<file path="config.mk">
export PLATFORM = sky130hd
export DESIGN_NAME = range_frame_xor_parser
export DESIGN_NICKNAME = d
export VERILOG_FILES = /design/src/hw/rtl/rfxp_pkg.sv /design/src/hw/rtl/rfxp_frame.sv /design/src/hw/rtl/range_frame_xor_parser.sv
export VERILOG_INCLUDE_DIRS = /design/src /design/src/hw/rtl
export SDC_FILE = /design/constraint.sdc
export NUM_CORES = 1
export LEC_CHECK = 0
export ABC_AREA = 1
export BUFFER_PORTS_ARGS = -buffer_cell sky130_fd_sc_hd__buf_4
export CORE_ASPECT_RATIO = 0.8
export CORE_MARGIN = 2
export CORE_UTILIZATION = 30
export CTS_CLUSTER_SIZE = 20
export DETAILED_ROUTE_END_ITERATION = 8
export PLACE_DENSITY_LB_ADDON = 0.3
export SETUP_SLACK_MARGIN = 0.4
export SYNTH_ARGS = -nofsm -noshare
export SYNTH_HDL_FRONTEND = slang
export SYNTH_SLANG_ARGS = --single-unit
</file>
<file path="constraint.sdc">
create_clock -name clk -period 9.55 [get_ports clk]
set_clock_uncertainty 0.1 [all_clocks]
set_input_delay 1.4325 -clock clk [delete_from_list [all_inputs] [get_ports clk]]
set_output_delay 1.4325 -clock clk [all_outputs]
set_load 0.005 [all_outputs]
</file>
<file path="src/hw/rtl/range_frame_xor_parser_defines.svh">
// Assertion macros shared by the range frame parser RTL.
`ifndef RANGE_FRAME_XOR_PARSER_DEFINES_SVH
`define RANGE_FRAME_XOR_PARSER_DEFINES_SVH

// Checked on every rising edge of clk, ignored while reset is asserted.
`define RFXP_ASSERT(lbl, prop, msg) \
  lbl: assert property (@(posedge clk) disable iff (!rst_n) prop) else $error(msg);

// Checked on every rising edge of clk, reset included.
`define RFXP_ASSERT_ALWAYS(lbl, prop, msg) \
  lbl: assert property (@(posedge clk) prop) else $error(msg);

`endif

</file>
<file path="src/hw/rtl/rfxp_pkg.sv">
package rfxp_pkg;

  localparam logic [7:0] FRAME_HEADER = 8'hAB;
  localparam int         FRAME_LEN    = 17;
  localparam int         POS_W        = $clog2(FRAME_LEN);
  localparam int         DIST_W       = 16;

  // Position of the check byte, the last byte of a frame.
  localparam logic [POS_W-1:0] CHECK_POS = POS_W'(FRAME_LEN - 1);

  // Frame positions of the captured distance bytes.
  localparam logic [POS_W-1:0] POS_FIRST_HI = POS_W'(4);
  localparam logic [POS_W-1:0] POS_FIRST_LO = POS_W'(5);
  localparam logic [POS_W-1:0] POS_PEAK_HI  = POS_W'(8);
  localparam logic [POS_W-1:0] POS_PEAK_LO  = POS_W'(9);
  localparam logic [POS_W-1:0] POS_LAST_HI  = POS_W'(12);
  localparam logic [POS_W-1:0] POS_LAST_LO  = POS_W'(13);

  typedef struct packed {
    logic [DIST_W-1:0] first_distance;
    logic [DIST_W-1:0] peak_distance;
    logic [DIST_W-1:0] last_distance;
  } dist_t;

endpackage

</file>
<file path="src/hw/rtl/rfxp_frame.sv">
`include "range_frame_xor_parser_defines.svh"

module rfxp_frame
  import rfxp_pkg::*;
(
  input  logic       clk,
  input  logic       rst_n,
  input  logic       step,
  input  logic [7:0] rx_byte,
  output logic       frame_good,
  output dist_t      dists
);

  logic [POS_W-1:0] pos_r, pos_nxt;
  logic [7:0]       xor_r, xor_nxt;
  logic [7:0]       first_hi_r, first_lo_r;
  logic [7:0]       peak_hi_r, peak_lo_r;
  logic [7:0]       last_hi_r, last_lo_r;
  logic             at_start, at_check;

  assign at_start = (pos_r == '0);
  // Anything at or beyond the check position is handled as the check byte.
  assign at_check = (pos_r >= CHECK_POS);

  assign frame_good = at_check && (xor_r == rx_byte);

  always_comb begin
    pos_nxt = pos_r;
    xor_nxt = xor_r;
    if (at_start) begin
      if (rx_byte == FRAME_HEADER) begin
        pos_nxt = POS_W'(1);
        xor_nxt = rx_byte;
      end
    end else if (at_check) begin
      pos_nxt = '0;
      xor_nxt = '0;
    end else begin
      pos_nxt = pos_r + POS_W'(1);
      xor_nxt = xor_r ^ rx_byte;
    end
  end

  always_ff @(posedge clk) begin
    if (!rst_n) begin
      pos_r <= '0;
      xor_r <= '0;
    end else if (step) begin
      pos_r <= pos_nxt;
      xor_r <= xor_nxt;
    end
  end

  always_ff @(posedge clk) begin
    if (step) begin
      unique case (pos_r)
        POS_FIRST_HI: first_hi_r <= rx_byte;
        POS_FIRST_LO: first_lo_r <= rx_byte;
        POS_PEAK_HI:  peak_hi_r  <= rx_byte;
        POS_PEAK_LO:  peak_lo_r  <= rx_byte;
        POS_LAST_HI:  last_hi_r  <= rx_byte;
        POS_LAST_LO:  last_lo_r  <= rx_byte;
        default: ;
      endcase
    end
  end

  assign dists.first_distance = {first_hi_r, first_lo_r};
  assign dists.peak_distance  = {peak_hi_r, peak_lo_r};
  assign dists.last_distance  = {last_hi_r, last_lo_r};

  `RFXP_ASSERT(a_pos_range, pos_r <= CHECK_POS, "frame position beyond check byte")
  `RFXP_ASSERT(a_check_restart, step && at_check |=> pos_r == '0 && xor_r == '0,
               "parser did not restart after the check byte")
  `RFXP_ASSERT(a_hunt_holds, step && at_start && rx_byte != FRAME_HEADER |=> pos_r == '0,
               "non-header byte started a frame")

endmodule

</file>
<file path="src/hw/rtl/range_frame_xor_parser.sv">
// A result is offered after its check byte has passed the input register
// and then the result register, which it enters once that register is free.
// Throughput: one byte per cycle; the input stalls only when a good frame
// completes while the previous result still waits in the result register.
// Reset (rst_n, synchronous, active low) empties both registers and restarts
// the hunt for a header byte.
`include "range_frame_xor_parser_defines.svh"

module range_frame_xor_parser
  import rfxp_pkg::*;
(
  input  logic              clk,
  input  logic              rst_n,
  input  logic              in_valid,
  output logic              in_ready,
  input  logic [7:0]        in_rx_byte,
  output logic              out_valid,
  input  logic              out_ready,
  output logic [DIST_W-1:0] out_first_distance,
  output logic [DIST_W-1:0] out_peak_distance,
  output logic [DIST_W-1:0] out_last_distance
);

  logic       s1_valid_r;
  logic [7:0] s1_byte_r;
  logic       s1_fire;
  logic       frame_good;
  logic       out_free;
  logic       out_valid_r;
  dist_t      frame_dists;
  dist_t      out_r;

  rfxp_frame u_frame (
    .clk        (clk),
    .rst_n      (rst_n),
    .step       (s1_fire),
    .rx_byte    (s1_byte_r),
    .frame_good (frame_good),
    .dists      (frame_dists)
  );

  assign out_free = !out_valid_r || out_ready;
  // A byte that produces no result never waits for the output side.
  assign s1_fire  = s1_valid_r && (!frame_good || out_free);
  assign in_ready = !s1_valid_r || s1_fire;

  always_ff @(posedge clk) begin
    if (!rst_n) begin
      s1_valid_r  <= 1'b0;
      out_valid_r <= 1'b0;
    end else begin
      if (in_ready) begin
        s1_valid_r <= in_valid;
      end
      if (s1_fire && frame_good) begin
        out_valid_r <= 1'b1;
      end else if (out_ready) begin
        out_valid_r <= 1'b0;
      end
    end
  end

  always_ff @(posedge clk) begin
    if (in_valid && in_ready) begin
      s1_byte_r <= in_rx_byte;
    end
    if (s1_fire && frame_good) begin
      out_r <= frame_dists;
    end
  end

  assign out_valid          = out_valid_r;
  assign out_first_distance = out_r.first_distance;
  assign out_peak_distance  = out_r.peak_distance;
  assign out_last_distance  = out_r.last_distance;

  `RFXP_ASSERT(a_result_loaded, s1_fire && frame_good |=> out_valid_r,
               "good frame did not produce a result")
  `RFXP_ASSERT(a_no_overwrite, out_valid_r && !out_ready && frame_good |-> !s1_fire,
               "waiting result overwritten")
  `RFXP_ASSERT_ALWAYS(a_reset_empty, !rst_n |=> !s1_valid_r && !out_valid_r,
                      "pipeline not empty after reset")

endmodule

</file>
==> flow_metrics.env, run 1 <==
export IMPL_status="finished clean"
export IMPL_cts_tree="done"
export IMPL_numCtsBuffers=17
export IMPL_holdBufCountCts=0
export IMPL_startpoint_type="input pin"
export IMPL_crit_top_cell="buf_4"
export IMPL_async_flop_share=0
export IMPL_drt_iter0_markers=90
export IMPL_tightest_slew_ps=752
export IMPL_num_vias=2359
export IMPL_period_minus_slack_ps=3970
export IMPL_worstPathCellList="buf_4, nor2_1, nand4_4, or2_4, buf_4"
export IMPL_antenna_found_initial=0
export IMPL_cts_buffer_depth=2
export IMPL_slew_violations=0
export IMPL_cp_slowest_cell="or2_4"
export IMPL_worstHoldStart="u_frame.first_lo_r[7]$_DFFE_PP_"
export IMPL_cts_max_level=4
export IMPL_root_buffer="clkbuf_16"
export IMPL_initial_core_util=0.305
export IMPL_yosysTopAreaCell="edfxtp_1"
export IMPL_criticalPathCategory="input pin to output port"
export IMPL_synth_area_sq_mm=0.00431
export IMPL_drt_drc_violations_left=0
export IMPL_final_layout_size_suffix_gt1_frac=0.291
export IMPL_fin_crit_sh=0.415
export IMPL_leakage_nw=2.09
export IMPL_antenna_left=0
export IMPL_cts_setup_buffers=0
export IMPL_grt_setup_unrepaired="false"
export IMPL_ys_types=27
export IMPL_final_setup_tns_ps=0
export IMPL_synth_top_area_share=0.724
export IMPL_clk_pin_slew_ps=50
export IMPL_dp_cells=538
export IMPL_finalWirelength_um=7780
export IMPL_yosys_top_cells_area="edfxtp_1, dfxtp_1, nand2_1"
export IMPL_arrival_ps=2440
export IMPL_powerDensity_mw_per_mm2=223
export IMPL_ir_drop_v=0.000122
export IMPL_gp_congestion=0.795
export IMPL_critical_path_max_stage_delay_ps=320
export IMPL_num_nets_final=388
export IMPL_synth_most_common_cell="edfxtp_1"
export IMPL_grt_pass1_vias=2276
export IMPL_post_route_util=0.389
export IMPL_die_h_um=111
export IMPL_grt_max_degree=31
export IMPL_grt_pass1_wl_um=12200
export IMPL_firstDrtPassIters=4
export IMPL_hold_class="register to register"
export IMPL_worstReg2RegStart="s1_byte_r[6]$_DFFE_PP_"
export IMPL_finalNonFillerCells=569
export IMPL_timing_fmax_mhz=252
export IMPL_row_count=39
export IMPL_synthFlopType="edfxtp_1"
export IMPL_cts_resized=0
export IMPL_hold_viol=0
export IMPL_syn_avg_cell_area_sq_um=14.4
export IMPL_cp_end_kind="output port"
export IMPL_synth_edf_count=104
export IMPL_synth_nets=315
export IMPL_timing_hold_ws_ps=317
export IMPL_ys_ff_latch=119
export IMPL_diodes=0
export IMPL_crit_buf_inv=2
export IMPL_viasPerCell=4.15
export IMPL_slew_headroom=0.497
export IMPL_ys_seq_area_frac=0.794
export IMPL_wl_per_cell_um=13.7
export IMPL_crit_start="out_ready"
export IMPL_insertion_delay_ps=400
export IMPL_finalSetupViolCount=0
export IMPL_synthCells=300
export IMPL_ys_top_cells_by_count="edfxtp_1, nand2_1, nor2_1"
export IMPL_core_area_sq_mm=0.0142
export IMPL_crit_family="simple AND/OR/NAND/NOR gates"
export IMPL_cts_sinks=119
export IMPL_dieArea_sq_mm=0.0154
export IMPL_grt_overflow=0
export IMPL_worstPathMaxFanout=13
export IMPL_cap_violations=0
export IMPL_dp_hpwl_um=5130
export IMPL_ios=62
export IMPL_grt_util_all_layers=0.107
export IMPL_cp_required_ps=8020
export IMPL_die_x_um=138
export IMPL_ys_warn_count=0
export IMPL_areaGrowthSynthToFinish_pct=27.7
export IMPL_portBuffers=61
[metal layers]
metal / part of all wire / track usage / routed length [um]
met5: 0 / 0 / 0
met4: 0.0041 / 0.0306 / 32
met3: 0.10 / 0.0492 / 813
met2: 0.45 / 0.158 / 3460
met1: 0.45 / 0.140 / 3470
[registers in the layout, indices dropped and copies added (netlist names)]
signal              count
out_valid               1
u_frame.peak_lo_r       8
u_frame.pos_r           5
u_frame.first_lo_r      8
s1_valid_r              1
u_frame.last_hi_r       8
u_frame.last_lo_r       8
out_last_distance      16
u_frame.first_hi_r      8
out_first_distance     16
u_frame.peak_hi_r       8
u_frame.xor_r           8
s1_byte_r               8
out_peak_distance      16
[logic make-up after synthesis]
family                   after synthesis  share of synthesized area
AND/OR/NAND/NOR                      121                      0.131
flip-flops                           119                      0.794
buffers and inverters                 44                     0.0453
AO/OA/AOI/OAI                         10                     0.0148
XOR/XNOR                               3                    0.00609
adder cells (fa/ha/maj)                3                    0.00870
[cell usage in the layout, fill, tap and decap left out]
| cell | instances |
|---|---|
| edfxtp_1 | 104 |
| buf_4 | 62 |
| nand2_1 | 55 |
| nor2_1 | 32 |
| inv_1 | 28 |
| clkbuf_16 | 17 |
| dfxtp_1 | 15 |
| nand4_1 | 14 |
| inv_2 | 7 |
| nor3_1 | 6 |
| nand3_1 | 4 |
| a21oi_1 | 4 |
| inv_6 | 4 |
| nor2_4 | 3 |
| xor2_1 | 3 |
| nor2_2 | 3 |
| ha_1 | 3 |
| clkinv_4 | 3 |
| clkinv_2 | 3 |
| a21boi_1 | 2 |
| clkinvlp_4 | 2 |
| inv_4 | 1 |
| nand4_4 | 1 |
| or2_4 | 1 |
| nand3_2 | 1 |
| o21ai_2 | 1 |
| nand3_4 | 1 |
| a21oi_2 | 1 |
| o21ai_0 | 1 |
| o22ai_1 | 1 |
| clkinv_1 | 1 |
| bufinv_16 | 1 |
[final timing paths]
kind,slack (ps),to,depth (start not counted)
worst max-delay path,5580,in_ready,5
worst min-delay path,320,out_first_distance[7]$_DFFE_PP_,0
worst max register to register,6820,out_peak_distance[1]$_DFFE_PP_,9
worst min register to register,320,out_first_distance[7]$_DFFE_PP_,0
[layout make-up]
type | count | area [sq um]
clock buffer | 17 | 425
clock inverter | 14 | 125
fill | 1351 | 8640
inverter | 36 | 138
multi-input combinational | 137 | 702
sequential | 119 | 3420
tap | 184 | 230
timing repair buffer | 62 | 465
[where the power goes]
| part | total [mW] | internal [mW] | leakage (nW) | switching, mW |
|---|---|---|---|---|
| Sequential | 0.587 | 0.572 | 1.06 | 0.0151 |
| Clock | 0.579 | 0.357 | 0.268 | 0.221 |
| Combinational | 0.0619 | 0.0214 | 0.761 | 0.0406 |
[per-stage QoR]
stage	worst slack, ps	power (mW)	instance area, sq um
finish	5580	1.23	5510
global route	5520	1.27	5510
CTS	5580	1.24	5510
detailed placement	5590	0.660	4960
global placement	5600	0.658	4960
floorplan	5290	0.643	4310
(Power assumes the default switching activity.)
==> run 2, diff against run 1 <==
==> constraint.sdc (replaced) <==
create_clock -name clk -period 3.25 [get_ports clk]
set_clock_uncertainty 0.1 [all_clocks]
set_input_delay 0.4875 -clock clk [delete_from_list [all_inputs] [get_ports clk]]
set_output_delay 0.4875 -clock clk [all_outputs]
set_load 0.005 [all_outputs]
==> run 2 against run 1 <==
Non-clock buffer count up 12. Via count up 6.1%. Sequential share of layout area down 1.6 points. Critical endpoint unchanged.
==> flow_metrics.env, run 2 (synthesized netlist as in run 1, its figures left out) <==
export IMPL_drt_drc_violations_left=0
export IMPL_die_x_um=138
export IMPL_num_nets_final=400
export IMPL_fillCellCount=1361
export IMPL_cts_buffer_depth=2
export IMPL_dieArea_sq_mm=0.0154
export IMPL_firstDrtPassIters=4
export IMPL_grt_pass1_wl_um=13100
export IMPL_row_count=39
export IMPL_multi_input_area_sq_um=702
export IMPL_ff2ff_setup_slack_ps=720
export IMPL_worst_slack_ps=522
export IMPL_grt_overflow=0
export IMPL_finalNonFillerCells=582
export IMPL_numCtsBuffers=17
export IMPL_antenna_found_initial=0
export IMPL_timing_hold_ws_ps=158
export IMPL_insertion_delay_ps=400
export IMPL_hold_class="input pin to register"
export IMPL_holdBufCountCts=0
export IMPL_dp_cells=542
export IMPL_ios=62
export IMPL_leakage_nw=2.17
export IMPL_cp_required_ps=2660
export IMPL_worstPathMaxFanout=13
export IMPL_startpoint_type="register"
export IMPL_core_area_sq_mm=0.0142
export IMPL_criticalPathCategory="register to output port"
export IMPL_fin_crit_sh=0.839
export IMPL_status="finished clean"
export IMPL_root_buffer="clkbuf_16"
export IMPL_powerDensity_mw_per_mm2=665
export IMPL_cp_end_kind="output port"
export IMPL_antenna_left=0
export IMPL_wl_per_cell_um=14.3
export IMPL_viasPerCell=4.30
export IMPL_hold_viol=0
export IMPL_die_h_um=111
export IMPL_drt_iter0_markers=178
export IMPL_r2r_end="u_frame.last_hi_r[3]$_DFFE_PP_"
export IMPL_cap_violations=0
export IMPL_final_setup_tns_ps=0
export IMPL_layout_commonest_cell="edfxtp_1"
export IMPL_layout_cells_most_common_list="edfxtp_1, buf_4, nand2_1, nor2_1, inv_1"
export IMPL_finalSetupViolCount=0
export IMPL_diodes=0
export IMPL_worstSetupEndpoint="in_ready"
export IMPL_clk_pin_slew_ps=60
export IMPL_cts_max_level=4
export IMPL_crit_start="s1_byte_r[1]$_DFFE_PP_"
export IMPL_slew_headroom=0.543
export IMPL_register_area_sq_mm=0.00342
export IMPL_cts_resized=0
export IMPL_slew_violations=0
export IMPL_dp_hpwl_um=5630
export IMPL_final_layout_size_suffix_gt1_frac=0.314
export IMPL_num_vias=2502
export IMPL_tightest_slew_ps=682
export IMPL_cts_sinks=119
export IMPL_pre_cts_ws_ps=597
export IMPL_cts_tree="done"
export IMPL_grt_setup_unrepaired="false"
export IMPL_grt_util_all_layers=0.115
export IMPL_areaGrowthSynthToFinish_pct=31.2
export IMPL_grt_pass1_vias=2412
export IMPL_post_route_util=0.400
export IMPL_portBuffers=61
export IMPL_reg2reg_depth=10
export IMPL_finalWirelength_um=8330
export IMPL_period_minus_slack_ps=2730
export IMPL_cts_setup_buffers=0
export IMPL_ir_drop_v=0.000408
export IMPL_arrival_ps=2140
export IMPL_timing_fmax_mhz=367
export IMPL_worstReg2RegStart="s1_byte_r[6]$_DFFE_PP_"
export IMPL_grt_max_degree=35
export IMPL_initial_core_util=0.305
export IMPL_gp_congestion=0.834
## run 2: cell type report
cell class | instances | area share
multi-input combinational | 137 | 0.124
clock buffer | 18 | 0.0759
tap | 184 | 0.0407
clock inverter | 14 | 0.0296
sequential | 119 | 0.605
inverter | 36 | 0.0243
timing repair buffer | 74 | 0.100
## run 2: critical path: stages (launching register included)
cell,delay [ps]
edfxtp_1,540
inv_1,140
nand2_1,70
nand2_1,70
nand2_1,70
nor2_2,150
nand4_4,240
or2_4,320
buf_4,140
## run 2: worst min-delay path by stage
stage                                               start                              end  slack (ps)  cells past startpoint
after CTS                                   in_rx_byte[7]           s1_byte_r[7]$_DFFE_PP_         140                      1
after detailed placement   u_frame.peak_lo_r[5]$_DFFE_PP_   out_peak_distance[5]$_DFFE_PP_         310                      0
after global routing                        in_rx_byte[7]           s1_byte_r[7]$_DFFE_PP_         140                      1
after floorplan           u_frame.first_lo_r[0]$_DFFE_PP_  out_first_distance[0]$_DFFE_PP_         300                      0
final                                       in_rx_byte[7]           s1_byte_r[7]$_DFFE_PP_         160                      1
after global placement    u_frame.first_lo_r[7]$_DFFE_PP_  out_first_distance[7]$_DFFE_PP_         300                      0
## run 2: report_power, final
part / internal, mW / switching (mW) / total (mW) / leakage (nW)
combinational: 0.0722 / 0.129 / 0.202 / 0.824
sequential: 1.68 / 0.0363 / 1.72 / 1.06
clock: 1.15 / 0.696 / 1.85 / 0.286
## run 2: layer usage
| metal | track usage | vias up | part of all wire |
|---|---|---|---|
| met5 | 0 | - | 0 |
| met4 | 0.0469 | 0 | 0.0096 |
| met3 | 0.0471 | 8 | 0.063 |
| met2 | 0.160 | 89 | 0.45 |
| met1 | 0.158 | 1194 | 0.48 |
| li1 | - | 1211 | - |
## run 2: through the flow
step                area (sq um)  power [mW]
detailed placement          5000        1.94
floorplan                   4320        1.89
global route                5660        3.91
CTS                         5600        3.80
global placement            5000        1.94
finish                      5660        3.76
